$ cat src/design/sdf_pkg.sv
// ----------------------------------------------------------------------------
// sdf_pkg
// Shared types and codes of the smooth damp follower: transaction payloads,
// register indexes, datapath step codes and the controller/datapath bundles.
// ----------------------------------------------------------------------------
`default_nettype none

package sdf_pkg;

	// field widths of the transactions and registers
	localparam int VAL_W     = 32;
	localparam int DT_W      = 17;
	localparam int CFG_W     = 31;
	localparam int CFG_IDX_W = 1;

	// register indexes
	localparam logic [CFG_IDX_W-1:0] REG_SMOOTH_TIME = 1'b0;
	localparam logic [CFG_IDX_W-1:0] REG_MAX_SPEED   = 1'b1;

	// datapath steps, run in this order
	localparam int STEP_W = 4;
	typedef logic [STEP_W-1:0] step_t;

	localparam step_t ST_OMEGA  = 4'd0;
	localparam step_t ST_X      = 4'd1;
	localparam step_t ST_X2     = 4'd2;
	localparam step_t ST_X3     = 4'd3;
	localparam step_t ST_DEN2   = 4'd4;
	localparam step_t ST_DEN3   = 4'd5;
	localparam step_t ST_DECAY  = 4'd6;
	localparam step_t ST_MAXC   = 4'd7;
	localparam step_t ST_LIMIT  = 4'd8;
	localparam step_t ST_TEMPA  = 4'd9;
	localparam step_t ST_TEMPB  = 4'd10;
	localparam step_t ST_NVELA  = 4'd11;
	localparam step_t ST_NVELB  = 4'd12;
	localparam step_t ST_RESULT = 4'd13;
	localparam step_t ST_GUARD  = 4'd14;
	localparam step_t ST_SNAPV  = 4'd15;

	// input transaction
	typedef struct packed {
		logic signed [VAL_W-1:0] target;
		logic [DT_W-1:0]         delta_time;
	} in_item_t;

	// output transaction
	typedef struct packed {
		logic signed [VAL_W-1:0] position;
		logic signed [VAL_W-1:0] velocity;
		logic                    snapped;
	} out_item_t;

	// controller to datapath
	typedef struct packed {
		logic  load;
		logic  start;
		step_t step;
		logic  out_load;
	} dp_cmd_t;

	// datapath to controller
	typedef struct packed {
		logic done;
		logic snap;
	} dp_stat_t;

endpackage

`default_nettype wire

$ cat src/design/sdf_mul.sv
// ----------------------------------------------------------------------------
// sdf_mul
// Sequential fixed point multiplier: magnitude times magnitude, one 16-bit
// digit of the second operand per cycle, then rounding and saturation.
// ----------------------------------------------------------------------------
`default_nettype none

module sdf_mul #(
	parameter int DW = 32,
	parameter int FW = 16,
	parameter int AW = 32
) (
	input  wire logic                 clk,
	input  wire logic                 arst_n,
	input  wire logic                 start,
	input  wire logic signed [AW:0]   a,
	input  wire logic signed [DW-1:0] b,
	output logic                      done,
	output logic signed [DW-1:0]      res
);

	localparam int CW   = 16;
	localparam int NCH  = (DW + CW - 1) / CW;
	localparam int BW   = NCH * CW;
	localparam int PW   = AW + BW;
	localparam int RW   = PW + 1 - FW;
	localparam int CNTW = $clog2(NCH + 1);

	localparam logic [PW:0]   HALF  = (PW + 1)'(1) << (FW - 1);
	localparam logic [RW-1:0] LIM_P = RW'({(DW - 1){1'b1}});
	localparam logic [RW-1:0] LIM_N = LIM_P + RW'(1);
	localparam logic signed [DW-1:0] VMAX = {1'b0, {(DW - 1){1'b1}}};
	localparam logic signed [DW-1:0] VMIN = {1'b1, {(DW - 1){1'b0}}};

	logic                 busy_q;
	logic                 done_q;
	logic [CNTW-1:0]      cnt_q;
	logic                 neg_q;
	logic [AW-1:0]        am_q;
	logic [BW-1:0]        bm_q;
	logic [PW-1:0]        acc_q;
	logic signed [DW-1:0] res_q;

	logic signed [AW:0]   a_abs;
	logic signed [DW:0]   b_ext;
	logic signed [DW:0]   b_abs;
	logic [AW+CW-1:0]     pp;
	logic [PW:0]          rnd;
	logic [RW-1:0]        mag_r;
	logic signed [DW-1:0] res_d;

	// operand magnitudes, partial product, rounding and saturation
	always_comb begin
		a_abs = a[AW] ? -a : a;
		b_ext = (DW + 1)'(b);
		b_abs = b[DW-1] ? -b_ext : b_ext;
		pp    = am_q * bm_q[BW-1 -: CW];
		rnd   = {1'b0, acc_q} + HALF;
		mag_r = rnd[PW:FW];
		if (mag_r > (neg_q ? LIM_N : LIM_P)) begin
			res_d = neg_q ? VMIN : VMAX;
		end else if (neg_q) begin
			res_d = -signed'(mag_r[DW-1:0]);
		end else begin
			res_d = signed'(mag_r[DW-1:0]);
		end
	end

	// digit counter and handshake with the datapath
	always_ff @(posedge clk or negedge arst_n) begin
		if (!arst_n) begin
			busy_q <= 1'b0;
			done_q <= 1'b0;
			cnt_q  <= '0;
		end else begin
			done_q <= 1'b0;
			if (start) begin
				busy_q <= 1'b1;
				cnt_q  <= CNTW'(NCH);
			end else if (busy_q) begin
				if (cnt_q != '0) begin
					cnt_q <= cnt_q - CNTW'(1);
				end else begin
					busy_q <= 1'b0;
					done_q <= 1'b1;
				end
			end
		end
	end

	// shift-and-accumulate, most significant digit first
	always_ff @(posedge clk) begin
		if (start) begin
			neg_q <= a[AW] ^ b[DW-1];
			am_q  <= a_abs[AW-1:0];
			bm_q  <= BW'(b_abs[DW-1:0]);
			acc_q <= '0;
		end else if (busy_q) begin
			if (cnt_q != '0) begin
				acc_q <= (acc_q << CW) + PW'(pp);
				bm_q  <= bm_q << CW;
			end else begin
				res_q <= res_d;
			end
		end
	end

	assign done = done_q;
	assign res  = res_q;

endmodule

`default_nettype wire

$ cat src/design/sdf_div.sv
// ----------------------------------------------------------------------------
// sdf_div
// Sequential fixed point divider: restoring division of num*2^FW by den,
// one quotient bit per cycle, rounded to nearest and saturated.
// ----------------------------------------------------------------------------
`default_nettype none

module sdf_div #(
	parameter int DW = 32,
	parameter int FW = 16,
	parameter int AW = 32
) (
	input  wire logic                 clk,
	input  wire logic                 arst_n,
	input  wire logic                 start,
	input  wire logic signed [AW:0]   num,
	input  wire logic signed [DW-1:0] den,
	output logic                      done,
	output logic signed [DW-1:0]      res
);

	localparam int NW   = AW + FW;
	localparam int CNTW = $clog2(NW + 1);

	localparam logic [NW:0] LIM_P = (NW + 1)'({(DW - 1){1'b1}});
	localparam logic [NW:0] LIM_N = LIM_P + (NW + 1)'(1);
	localparam logic signed [DW-1:0] VMAX = {1'b0, {(DW - 1){1'b1}}};
	localparam logic signed [DW-1:0] VMIN = {1'b1, {(DW - 1){1'b0}}};

	logic                 busy_q;
	logic                 done_q;
	logic [CNTW-1:0]      cnt_q;
	logic                 neg_q;
	logic                 nsign_q;
	logic                 nz_q;
	logic                 dz_q;
	logic [NW-1:0]        n_q;
	logic [NW-1:0]        q_q;
	logic [DW:0]          r_q;
	logic [DW-1:0]        ub_q;
	logic signed [DW-1:0] res_q;

	logic signed [AW:0]   num_abs;
	logic signed [DW:0]   den_ext;
	logic signed [DW:0]   den_abs;
	logic [DW:0]          r2;
	logic                 ge;
	logic                 up;
	logic [NW:0]          qr;
	logic signed [DW-1:0] res_d;

	// one restoring step, final rounding and saturation
	always_comb begin
		num_abs = num[AW] ? -num : num;
		den_ext = (DW + 1)'(den);
		den_abs = den[DW-1] ? -den_ext : den_ext;
		r2      = {r_q[DW-1:0], n_q[NW-1]};
		ge      = r2 >= {1'b0, ub_q};
		up      = r_q >= ({1'b0, ub_q} - r_q);
		qr      = {1'b0, q_q} + (NW + 1)'(up);
		if (nz_q) begin
			res_d = '0;
		end else if (dz_q) begin
			res_d = nsign_q ? VMIN : VMAX;
		end else if (qr > (neg_q ? LIM_N : LIM_P)) begin
			res_d = neg_q ? VMIN : VMAX;
		end else if (neg_q) begin
			res_d = -signed'(qr[DW-1:0]);
		end else begin
			res_d = signed'(qr[DW-1:0]);
		end
	end

	// bit counter and handshake with the datapath
	always_ff @(posedge clk or negedge arst_n) begin
		if (!arst_n) begin
			busy_q <= 1'b0;
			done_q <= 1'b0;
			cnt_q  <= '0;
		end else begin
			done_q <= 1'b0;
			if (start) begin
				busy_q <= 1'b1;
				cnt_q  <= CNTW'(NW);
			end else if (busy_q) begin
				if (cnt_q != '0) begin
					cnt_q <= cnt_q - CNTW'(1);
				end else begin
					busy_q <= 1'b0;
					done_q <= 1'b1;
				end
			end
		end
	end

	// partial remainder and quotient
	always_ff @(posedge clk) begin
		if (start) begin
			neg_q   <= num[AW] ^ den[DW-1];
			nsign_q <= num[AW];
			nz_q    <= num == '0;
			dz_q    <= den == '0;
			n_q     <= {num_abs[AW-1:0], {FW{1'b0}}};
			ub_q    <= den_abs[DW-1:0];
			r_q     <= '0;
			q_q     <= '0;
		end else if (busy_q) begin
			if (cnt_q != '0) begin
				r_q <= ge ? r2 - {1'b0, ub_q} : r2;
				q_q <= {q_q[NW-2:0], ge};
				n_q <= n_q << 1;
			end else begin
				res_q <= res_d;
			end
		end
	end

	assign done = done_q;
	assign res  = res_q;

endmodule

`default_nettype wire

$ cat src/design/sdf_ctrl.sv
// ----------------------------------------------------------------------------
// sdf_ctrl
// Controller of the smooth damp follower: takes a transaction, walks the
// datapath through its steps and hands the result to the output register.
// ----------------------------------------------------------------------------
`default_nettype none

module sdf_ctrl (
	input  wire logic             clk,
	input  wire logic             arst_n,
	input  wire logic             item_valid,
	output logic                  item_ready,
	output logic                  result_valid,
	input  wire logic             result_ready,
	output sdf_pkg::dp_cmd_t      cmd,
	input  wire sdf_pkg::dp_stat_t stat
);

	import sdf_pkg::*;

	localparam logic [1:0] S_IDLE   = 2'd0;
	localparam logic [1:0] S_ISSUE  = 2'd1;
	localparam logic [1:0] S_WAIT   = 2'd2;
	localparam logic [1:0] S_FINISH = 2'd3;

	logic [1:0] state_q;
	step_t      step_q;
	logic       result_valid_q;
	logic       out_load;

	assign out_load = (state_q == S_FINISH) && (!result_valid_q || result_ready);

	// commands to the datapath
	always_comb begin
		item_ready   = state_q == S_IDLE;
		cmd.load     = item_valid && (state_q == S_IDLE);
		cmd.start    = state_q == S_ISSUE;
		cmd.step     = step_q;
		cmd.out_load = out_load;
	end

	// step sequencer
	always_ff @(posedge clk or negedge arst_n) begin
		if (!arst_n) begin
			state_q <= S_IDLE;
			step_q  <= ST_OMEGA;
		end else begin
			unique case (state_q)
				S_IDLE: begin
					if (item_valid) begin
						state_q <= S_ISSUE;
						step_q  <= ST_OMEGA;
					end
				end
				S_ISSUE: begin
					state_q <= S_WAIT;
				end
				S_WAIT: begin
					if (stat.done) begin
						if (step_q == ST_GUARD) begin
							if (stat.snap) begin
								step_q  <= ST_SNAPV;
								state_q <= S_ISSUE;
							end else begin
								state_q <= S_FINISH;
							end
						end else if (step_q == ST_SNAPV) begin
							state_q <= S_FINISH;
						end else begin
							step_q  <= step_q + STEP_W'(1);
							state_q <= S_ISSUE;
						end
					end
				end
				S_FINISH: begin
					if (out_load) begin
						state_q <= S_IDLE;
					end
				end
				default: begin
					state_q <= S_IDLE;
				end
			endcase
		end
	end

	// output register valid
	always_ff @(posedge clk or negedge arst_n) begin
		if (!arst_n) begin
			result_valid_q <= 1'b0;
		end else if (out_load) begin
			result_valid_q <= 1'b1;
		end else if (result_ready) begin
			result_valid_q <= 1'b0;
		end
	end

	assign result_valid = result_valid_q;

endmodule

`default_nettype wire

$ cat src/design/sdf_dp.sv
// ----------------------------------------------------------------------------
// sdf_dp
// Datapath of the smooth damp follower: configuration, held position and
// velocity, working registers, the shared multiplier and divider, and the
// limit and overshoot steps.
// ----------------------------------------------------------------------------
`default_nettype none

module sdf_dp #(
	parameter int DW = 32,
	parameter int FW = 16
) (
	input  wire logic                                clk,
	input  wire logic                                arst_n,
	input  wire sdf_pkg::dp_cmd_t                    cmd,
	output sdf_pkg::dp_stat_t                        stat,
	input  wire sdf_pkg::in_item_t                   item,
	input  wire logic                                cfg_we,
	input  wire logic [sdf_pkg::CFG_IDX_W-1:0]       cfg_index,
	input  wire logic [sdf_pkg::CFG_W-1:0]           cfg_wdata,
	output sdf_pkg::out_item_t                       result
);

	import sdf_pkg::*;

	// operand width of the units: holds data values and the constants
	localparam int MW = (DW > FW + 2) ? DW : FW + 2;
	// width for exact sums before saturation
	localparam int EW = ((MW > VAL_W) ? MW : VAL_W) + 2;

	localparam logic signed [DW-1:0] VMAX = {1'b0, {(DW - 1){1'b1}}};
	localparam logic signed [DW-1:0] VMIN = {1'b1, {(DW - 1){1'b0}}};
	localparam logic signed [EW-1:0] VMAX_E = {{(EW - DW + 1){1'b0}}, {(DW - 1){1'b1}}};
	localparam logic signed [EW-1:0] VMIN_E = {{(EW - DW + 1){1'b1}}, {(DW - 1){1'b0}}};
	localparam logic signed [EW-1:0] ONE_E = {{(EW - FW - 1){1'b0}}, 1'b1, {FW{1'b0}}};
	localparam logic signed [MW:0]   ONE_A = {{(MW - FW){1'b0}}, 1'b1, {FW{1'b0}}};
	localparam logic signed [MW:0]   TWO_A = {{(MW - FW - 1){1'b0}}, 1'b1, {(FW + 1){1'b0}}};
	localparam longint K048_V  = ((longint'(48) << FW) + 50) / 100;
	localparam longint K0235_V = ((longint'(235) << FW) + 500) / 1000;
	localparam logic signed [MW:0] K048_A  = (MW + 1)'(K048_V);
	localparam logic signed [MW:0] K0235_A = (MW + 1)'(K0235_V);

	function automatic logic signed [EW-1:0] ext(input logic signed [DW-1:0] v);
		return EW'(v);
	endfunction

	function automatic logic signed [MW:0] to_a(input logic signed [DW-1:0] v);
		return (MW + 1)'(v);
	endfunction

	function automatic logic signed [DW-1:0] sat_e(input logic signed [EW-1:0] v);
		if (v > VMAX_E) begin
			return VMAX;
		end else if (v < VMIN_E) begin
			return VMIN;
		end
		return v[DW-1:0];
	endfunction

	// configuration registers
	logic [CFG_W-1:0] st_cfg_q;
	logic [CFG_W-1:0] ms_cfg_q;

	// held state and per-item registers
	logic signed [DW-1:0] cur_q;
	logic signed [DW-1:0] vel_q;
	logic                 snap_q;
	logic                 alu_done_q;
	logic signed [DW-1:0] orig_q;
	logic signed [DW-1:0] dt_q;
	logic signed [DW-1:0] omega_q;
	logic signed [DW-1:0] x_q;
	logic signed [DW-1:0] x2_q;
	logic signed [DW-1:0] x3_q;
	logic signed [DW-1:0] den_q;
	logic signed [DW-1:0] decay_q;
	logic signed [DW-1:0] maxc_q;
	logic signed [DW-1:0] chg_q;
	logic signed [DW-1:0] tt_q;
	logic signed [DW-1:0] s_q;
	logic signed [DW-1:0] temp_q;
	logic signed [DW-1:0] nvel_q;
	logic signed [DW-1:0] result_q;
	out_item_t            out_q;

	logic signed [DW-1:0] st_d;
	logic signed [DW-1:0] ms_d;
	logic                 use_div;
	logic                 use_alu;
	logic                 mul_start;
	logic                 div_start;
	logic signed [MW:0]   mul_a;
	logic signed [DW-1:0] mul_b;
	logic signed [MW:0]   div_num;
	logic signed [DW-1:0] div_den;
	logic                 mul_done;
	logic                 div_done;
	logic signed [DW-1:0] mul_res;
	logic signed [DW-1:0] div_res;
	logic signed [DW-1:0] chg0;
	logic signed [EW-1:0] chg0_e;
	logic signed [EW-1:0] chg_abs;
	logic signed [DW-1:0] lim_chg;
	logic signed [DW-1:0] lim_tt;
	logic                 snap_w;

	// register values clamped to the data range
	assign st_d = sat_e(EW'(st_cfg_q));
	assign ms_d = sat_e(EW'(ms_cfg_q));

	// unit selection per step
	always_comb begin
		use_div = 1'b0;
		use_alu = 1'b0;
		case (cmd.step) inside
			ST_OMEGA, ST_DECAY, ST_SNAPV: use_div = 1'b1;
			ST_LIMIT, ST_GUARD:           use_alu = 1'b1;
			default: ;
		endcase
	end

	assign mul_start = cmd.start && !use_div && !use_alu;
	assign div_start = cmd.start && use_div;

	// multiplier operands
	always_comb begin
		case (cmd.step)
			ST_X: begin
				mul_a = to_a(omega_q);
				mul_b = dt_q;
			end
			ST_X2: begin
				mul_a = to_a(x_q);
				mul_b = x_q;
			end
			ST_X3: begin
				mul_a = to_a(x2_q);
				mul_b = x_q;
			end
			ST_DEN2: begin
				mul_a = K048_A;
				mul_b = x2_q;
			end
			ST_DEN3: begin
				mul_a = K0235_A;
				mul_b = x3_q;
			end
			ST_MAXC: begin
				mul_a = to_a(ms_d);
				mul_b = dt_q;
			end
			ST_TEMPA: begin
				mul_a = to_a(omega_q);
				mul_b = chg_q;
			end
			ST_TEMPB: begin
				mul_a = to_a(s_q);
				mul_b = dt_q;
			end
			ST_NVELA: begin
				mul_a = to_a(omega_q);
				mul_b = temp_q;
			end
			ST_NVELB: begin
				mul_a = to_a(s_q);
				mul_b = decay_q;
			end
			ST_RESULT: begin
				mul_a = to_a(sat_e(ext(chg_q) + ext(temp_q)));
				mul_b = decay_q;
			end
			default: begin
				mul_a = to_a(omega_q);
				mul_b = dt_q;
			end
		endcase
	end

	// divider operands
	always_comb begin
		case (cmd.step)
			ST_OMEGA: begin
				div_num = TWO_A;
				div_den = st_d;
			end
			ST_DECAY: begin
				div_num = ONE_A;
				div_den = den_q;
			end
			default: begin
				div_num = to_a(sat_e(ext(result_q) - ext(orig_q)));
				div_den = dt_q;
			end
		endcase
	end

	// speed limit and overshoot test
	always_comb begin
		chg0    = sat_e(ext(cur_q) - ext(orig_q));
		chg0_e  = ext(chg0);
		chg_abs = chg0_e[EW-1] ? -chg0_e : chg0_e;
		if (chg_abs > ext(maxc_q)) begin
			lim_chg = (chg0 > 0) ? maxc_q : sat_e(-ext(maxc_q));
			lim_tt  = sat_e(ext(cur_q) - ext(lim_chg));
		end else begin
			lim_chg = chg0;
			lim_tt  = orig_q;
		end
		snap_w = (cur_q > orig_q) != (result_q > orig_q);
	end

	sdf_mul #(
		.DW (DW),
		.FW (FW),
		.AW (MW)
	) u_mul (
		.clk    (clk),
		.arst_n (arst_n),
		.start  (mul_start),
		.a      (mul_a),
		.b      (mul_b),
		.done   (mul_done),
		.res    (mul_res)
	);

	sdf_div #(
		.DW (DW),
		.FW (FW),
		.AW (MW)
	) u_div (
		.clk    (clk),
		.arst_n (arst_n),
		.start  (div_start),
		.num    (div_num),
		.den    (div_den),
		.done   (div_done),
		.res    (div_res)
	);

	// configuration, held state and completion of the limit and guard steps
	always_ff @(posedge clk or negedge arst_n) begin
		if (!arst_n) begin
			st_cfg_q   <= CFG_W'(65536);
			ms_cfg_q   <= {CFG_W{1'b1}};
			cur_q      <= '0;
			vel_q      <= '0;
			snap_q     <= 1'b0;
			alu_done_q <= 1'b0;
		end else begin
			alu_done_q <= cmd.start && use_alu;
			if (cfg_we) begin
				unique case (cfg_index)
					REG_SMOOTH_TIME: st_cfg_q <= cfg_wdata;
					REG_MAX_SPEED:   ms_cfg_q <= cfg_wdata;
					default: ;
				endcase
			end
			if (cmd.start && (cmd.step == ST_GUARD)) begin
				snap_q <= snap_w;
				if (snap_w) begin
					cur_q <= orig_q;
				end else begin
					cur_q <= result_q;
					vel_q <= nvel_q;
				end
			end
			if (div_done && (cmd.step == ST_SNAPV)) begin
				vel_q <= div_res;
			end
		end
	end

	// working registers, loaded with each item and written by the steps
	always_ff @(posedge clk) begin
		if (cmd.load) begin
			orig_q <= sat_e(EW'(signed'(item.target)));
			dt_q   <= sat_e(EW'(item.delta_time));
		end
		if (cmd.start && (cmd.step == ST_LIMIT)) begin
			chg_q <= lim_chg;
			tt_q  <= lim_tt;
		end
		if (div_done) begin
			case (cmd.step)
				ST_OMEGA: omega_q <= div_res;
				ST_DECAY: decay_q <= div_res;
				default: ;
			endcase
		end
		if (mul_done) begin
			case (cmd.step)
				ST_X:      x_q      <= mul_res;
				ST_X2:     x2_q     <= mul_res;
				ST_X3:     x3_q     <= mul_res;
				ST_DEN2:   den_q    <= sat_e(ext(sat_e(ONE_E + ext(x_q))) + ext(mul_res));
				ST_DEN3:   den_q    <= sat_e(ext(den_q) + ext(mul_res));
				ST_MAXC:   maxc_q   <= mul_res;
				ST_TEMPA:  s_q      <= sat_e(ext(vel_q) + ext(mul_res));
				ST_TEMPB:  temp_q   <= mul_res;
				ST_NVELA:  s_q      <= sat_e(ext(vel_q) - ext(mul_res));
				ST_NVELB:  nvel_q   <= mul_res;
				ST_RESULT: result_q <= sat_e(ext(tt_q) + ext(mul_res));
				default: ;
			endcase
		end
		if (cmd.out_load) begin
			out_q.position <= VAL_W'(cur_q);
			out_q.velocity <= VAL_W'(vel_q);
			out_q.snapped  <= snap_q;
		end
	end

	assign stat.done = mul_done || div_done || alu_done_q;
	assign stat.snap = snap_q;
	assign result    = out_q;

endmodule

`default_nettype wire

$ cat src/design/smooth_damp_follower.sv
// ----------------------------------------------------------------------------
// smooth_damp_follower
// Critically damped follower: moves a held position and velocity toward each
// incoming target, in signed fixed point with saturating arithmetic.
//
// Usage:
//   item channel   (item_valid/item_ready/item): target and time step.
//   result channel (result_valid/result_ready/result): new position,
//   velocity and the overshoot flag, one result per item.
//   cfg port (cfg_we/cfg_index/cfg_wdata): smooth_time and max_speed; the user
//   writes them only while the block is idle, which the block does not enforce.
// Each item runs 11 multiplies and 2 divides through one shared multiplier
//   and one shared divider; a third divide computes the velocity when the
//   overshoot guard fires.
// Throughput: one item at a time; the next item is taken the cycle after
//   the previous result enters the output register.
// Reset: position and velocity clear to zero, smooth_time to 1.0 and
//   max_speed to its largest value.
// Stall: the output register holds a result while result_ready is low; the
//   block takes and works the next item meanwhile and waits before writing
//   its result.
// ----------------------------------------------------------------------------
`default_nettype none

module smooth_damp_follower #(
	parameter int DATA_WIDTH = 32,
	parameter int FRAC_BITS  = 16
) (
	input  wire logic                          clk,
	input  wire logic                          arst_n,
	input  wire logic                          item_valid,
	output logic                               item_ready,
	input  wire sdf_pkg::in_item_t             item,
	output logic                               result_valid,
	input  wire logic                          result_ready,
	output sdf_pkg::out_item_t                 result,
	input  wire logic                          cfg_we,
	input  wire logic [sdf_pkg::CFG_IDX_W-1:0] cfg_index,
	input  wire logic [sdf_pkg::CFG_W-1:0]     cfg_wdata
);

	import sdf_pkg::*;

	dp_cmd_t  cmd;
	dp_stat_t stat;

	// step sequencer and output handshake
	sdf_ctrl u_ctrl (
		.clk          (clk),
		.arst_n       (arst_n),
		.item_valid   (item_valid),
		.item_ready   (item_ready),
		.result_valid (result_valid),
		.result_ready (result_ready),
		.cmd          (cmd),
		.stat         (stat)
	);

	// arithmetic, state and output register
	sdf_dp #(
		.DW (DATA_WIDTH),
		.FW (FRAC_BITS)
	) u_dp (
		.clk       (clk),
		.arst_n    (arst_n),
		.cmd       (cmd),
		.stat      (stat),
		.item      (item),
		.cfg_we    (cfg_we),
		.cfg_index (cfg_index),
		.cfg_wdata (cfg_wdata),
		.result    (result)
	);

endmodule

`default_nettype wire

$ cat config.mk
export PLATFORM = sky130hd
export DESIGN_NAME = smooth_damp_follower
export DESIGN_NICKNAME = d
export VERILOG_FILES = /design/src/design/sdf_pkg.sv /design/src/design/sdf_mul.sv /design/src/design/sdf_div.sv /design/src/design/sdf_ctrl.sv /design/src/design/sdf_dp.sv /design/src/design/smooth_damp_follower.sv
export SDC_FILE = /design/constraint.sdc
export NUM_CORES = 2
export LEC_CHECK = 0
export CORE_MARGIN = 3
export CORE_UTILIZATION = 23
export CTS_CLUSTER_SIZE = 8
export DETAILED_ROUTE_END_ITERATION = 8
export DONT_BUFFER_PORTS = 1
export HOLD_SLACK_MARGIN = 0.02
export SLEW_MARGIN = 20
export SYNTH_ARGS = -nofsm -noshare
export SYNTH_HDL_FRONTEND = slang
export SYNTH_SLANG_ARGS = --single-unit
$ cat constraint.sdc
create_clock -name clk -period 21.3 [get_ports clk]
set_input_delay 3.195 -clock clk [delete_from_list [all_inputs] [get_ports clk]]
set_output_delay 3.195 -clock clk [all_outputs]
set_load 0.1 [all_outputs]
==> impl_results.md <==
* Starting Density at between 20% and 30%
* Bufs on Longest Clock Path at 3
* DR WL/cell at 21.61 um
* Max Cap Violations at 0
* Synth top area cells: edfxtp_1, fa_1, ha_1
* CTS tree: built
* Die width at 627.9 um
* RSZ-0062 raised after global routing: no
* Top cells by count, synth: nand2_1, inv_1, a21oi_1
* DRC at 0
* Setup CP Type: register to register
* Total I/O pin count at 153
* Setup repair bufs after CTS at 0
* Critical Path RT at ~22 ns
* Initial antenna violation count at 37
* Hold depth at 2
* Clk Latency, worst-skew pair at 0.83 ns
* Placer congestion estimate at 0.9616
* Worst Clk Skew at 0.05653 ns
* Final setup fails at 0
* Core ar. at 383700 um2
* Avg Vias per Cell at 5.049
* Vias in the first global route at 72330
* Share of the synthesized area in the top cell type at 24.54%
* First-pass GRT wire length at 481500 um
* Slew HR at 19.25%
* Critical path origin: u_dp.u_div.ub_q[0]$_DFFE_PP_
* Critical path capture point type: register
* Largest net degree at the start of global routing at 148
* RR Startpoint: u_dp.u_div.ub_q[0]$_DFFE_PP_
* DR pass1 iterations at 9
* R2R depth at 45
* Post-synthesis sequential area ratio at 31.98%
* Die area at 394300 um2
* Nets at 10950
* Delay-heaviest family, CP: simple AND/OR/NAND/NOR gates
* Synth Instances at 9942
* Asr flop ratio synth at 14.43%
* Area Overhead vs Synth at 11.91%
* PortBufs at 0
* Global-route usage over all layers at 15.96%
* Fillers at 41100
* Slowest cell on the critical path: nand2_1
* Fin. Hold Viols at 0
* Final Max Tran Viols at 0
* Most common cell in the netlist: nand2_1
* Gr ovfl total at 0
* Yosys reg bits at 1019
* Hold Path Class: register to register
* Slew @ Worst Pin at 1.204 ns
* Via count at 75980
* Clk sinks at 1019
* HPWL Detailed at 247400 um
* Final ANT Viol Nets at 0
* Clk root buf: clkbuf_16
* Clock slew at reported path FFs at 0.05 ns
* Cell depth of the worst setup path at 45
* Die Height at 627.9 um
* Post-route minimum period at 11.66 ns
* CTS Hold Buffers Added at 0
* CTS resizes at 0
* Layout cells sized above 1 at about 6.4%
* Prevailing post-synth register cell: edfxtp_1
* Cts bufs inserted at 150
* Status: finished clean
* CP dominant cell by count: a21oi_1
* Starting DRT DRC Count at between 7000 and 8000
* Worst Path Buf+Inv at 3
* Ys Warns at 0
* Final period util at 54.74%
* Hold path start: u_dp.u_mul.acc_q[2]$_SDFFE_PP0P_
* EDFF count, synth at 727
* Std cell rows at ~230
* Largest area contributor in the netlist: edfxtp_1
* Crit path largest cell delay at approximately 0.68 ns
* Crit start category: register
* WL final at between 300000 and 400000 um
* H-tree levels at 4
* Max Freq at 0.08576 GHz
* Library cells used by synthesis at 124
* Crit path DAT at 12.24 ns
* Synth Area per Inst at 8.947 um2
* Netlist Area Pre-Place at a little under 90000 um2
* Total Neg Setup Slack at 0 ns
* Critical-path maximum fanout at 28
-- stage by stage --
step	setup WS [ns]	hold WS (ns)	instance area (um2)	util, %	std cells
finish	9.640	0.4602	99550	25.94	15050
global route	8.642	0.4719	99510	25.93	15040
CTS	9.755	0.4581	99470	25.92	15020
detailed placement	9.849	0.4508	94940	24.74	14770
global placement	9.769	0.4401	94940	24.74	14770
floorplan	11.90	0.4319	88960	-	9943
-- flip-flops by register name, indices dropped and copies added, names as in the netlist, 33 cells and up --
name,cells
u_dp.result,65
u_dp.u_div.q_q,48
u_dp.u_div.r_q,33
u_dp.u_mul.acc_q,64
-- worst reg2reg max path, delay by kind of cell, from the launching register on --
kind | cells | cell delay, ns
and+or+nand+nor | 15 | 4.53
buffers and inverters | 3 | 0.24
AOI/OAI and AO/OA | 19 | 4.17
adders and majority gates | 6 | 1.73
DFF | 1 | 0.42
xor gates and xnor gates | 2 | 0.32
-- metal layers --
| layer | global-route usage [%] | routed length (um) |
|---|---|---|
| met1 | 20.47 | 133300 |
| met4 | 8.356 | 18930 |
| met2 | 25.54 | 147800 |
| met3 | 2.828 | 25100 |
| met5 | 0 | 134 |
-- cells by family after synthesis --
kind of cell             count (synthesis)  share of synthesized area [%]
AO/OA/AOI/OAI                         2718                          19.47
XOR/XNOR                               538                          5.313
adder cells (fa/ha/maj)               1123                          19.63
buffers and inverters                 1380                          5.882
flip-flops                            1019                          31.98
multiplexers                           133                          1.609
other                                    1                       0.004216
AND/OR/NAND/NOR                       3030                          16.10
-- worst paths after layout --
kind / to / slack (ns)
max: u_dp.u_div.res[22]$_SDFFCE_PP0P_ / 9.64
min: u_dp.u_mul.acc_q[2]$_SDFFE_PP0P_ / 0.46
max reg2reg: u_dp.u_div.res[22]$_SDFFCE_PP0P_ / 9.64
min reg2reg: u_dp.u_mul.acc_q[2]$_SDFFE_PP0P_ / 0.46
max in group asynchronous: u_dp.st_cfg_q[18]$_DFFE_PN0P_ / 18.46
min in group asynchronous: u_dp.cur_q[28]$_DFFE_PN0P_ / 2.14
-- layout by cell type, fill, tap and decap left out, types with 84 or more instances in the layout --
| cell | synthesis | final |
|---|---|---|
| o21ai_0 | 557 | 553 |
| a31oi_1 | 163 | 163 |
| dfxtp_1 | 145 | 145 |
| a21oi_1 | 856 | 855 |
| edfxtp_1 | 727 | 727 |
| nand3_1 | 248 | 248 |
| o21a_1 | 87 | 86 |
| and2_1 | 195 | 195 |
| buf_4 | 3 | 181 |
| inv_1 | 864 | 861 |
| clkbuf_16 | 0 | 151 |
| nand2b_1 | 85 | 84 |
| nor2_1 | 582 | 578 |
| and3_1 | 100 | 99 |
| xor2_1 | 208 | 208 |
| a21o_1 | 237 | 237 |
| nand4_1 | 104 | 104 |
| ha_1 | 641 | 641 |
| fa_1 | 461 | 461 |
| dfrtp_1 | 115 | 114 |
| nand2_1 | 1202 | 1200 |
| xnor2_1 | 329 | 329 |
| nor3_1 | 171 | 169 |
-- cell type report --
class                   count  area, um2  share of cell area [%]
inverters                 869       3266                   3.281
well taps                5152       6446                   6.476
clock inverters            21      396.6                  0.3984
flip-flops and latches   1019      28450                   28.58
clock buffers             235       4124                   4.143
multi-input cells        7544      55430                   55.69
diodes                     27      67.56                 0.06787
repair buffers            181       1359                   1.365
Power is left out: the tool's default activity adds up to more than one toggle a clock period on the data nets, which glitch-free logic cannot reach.
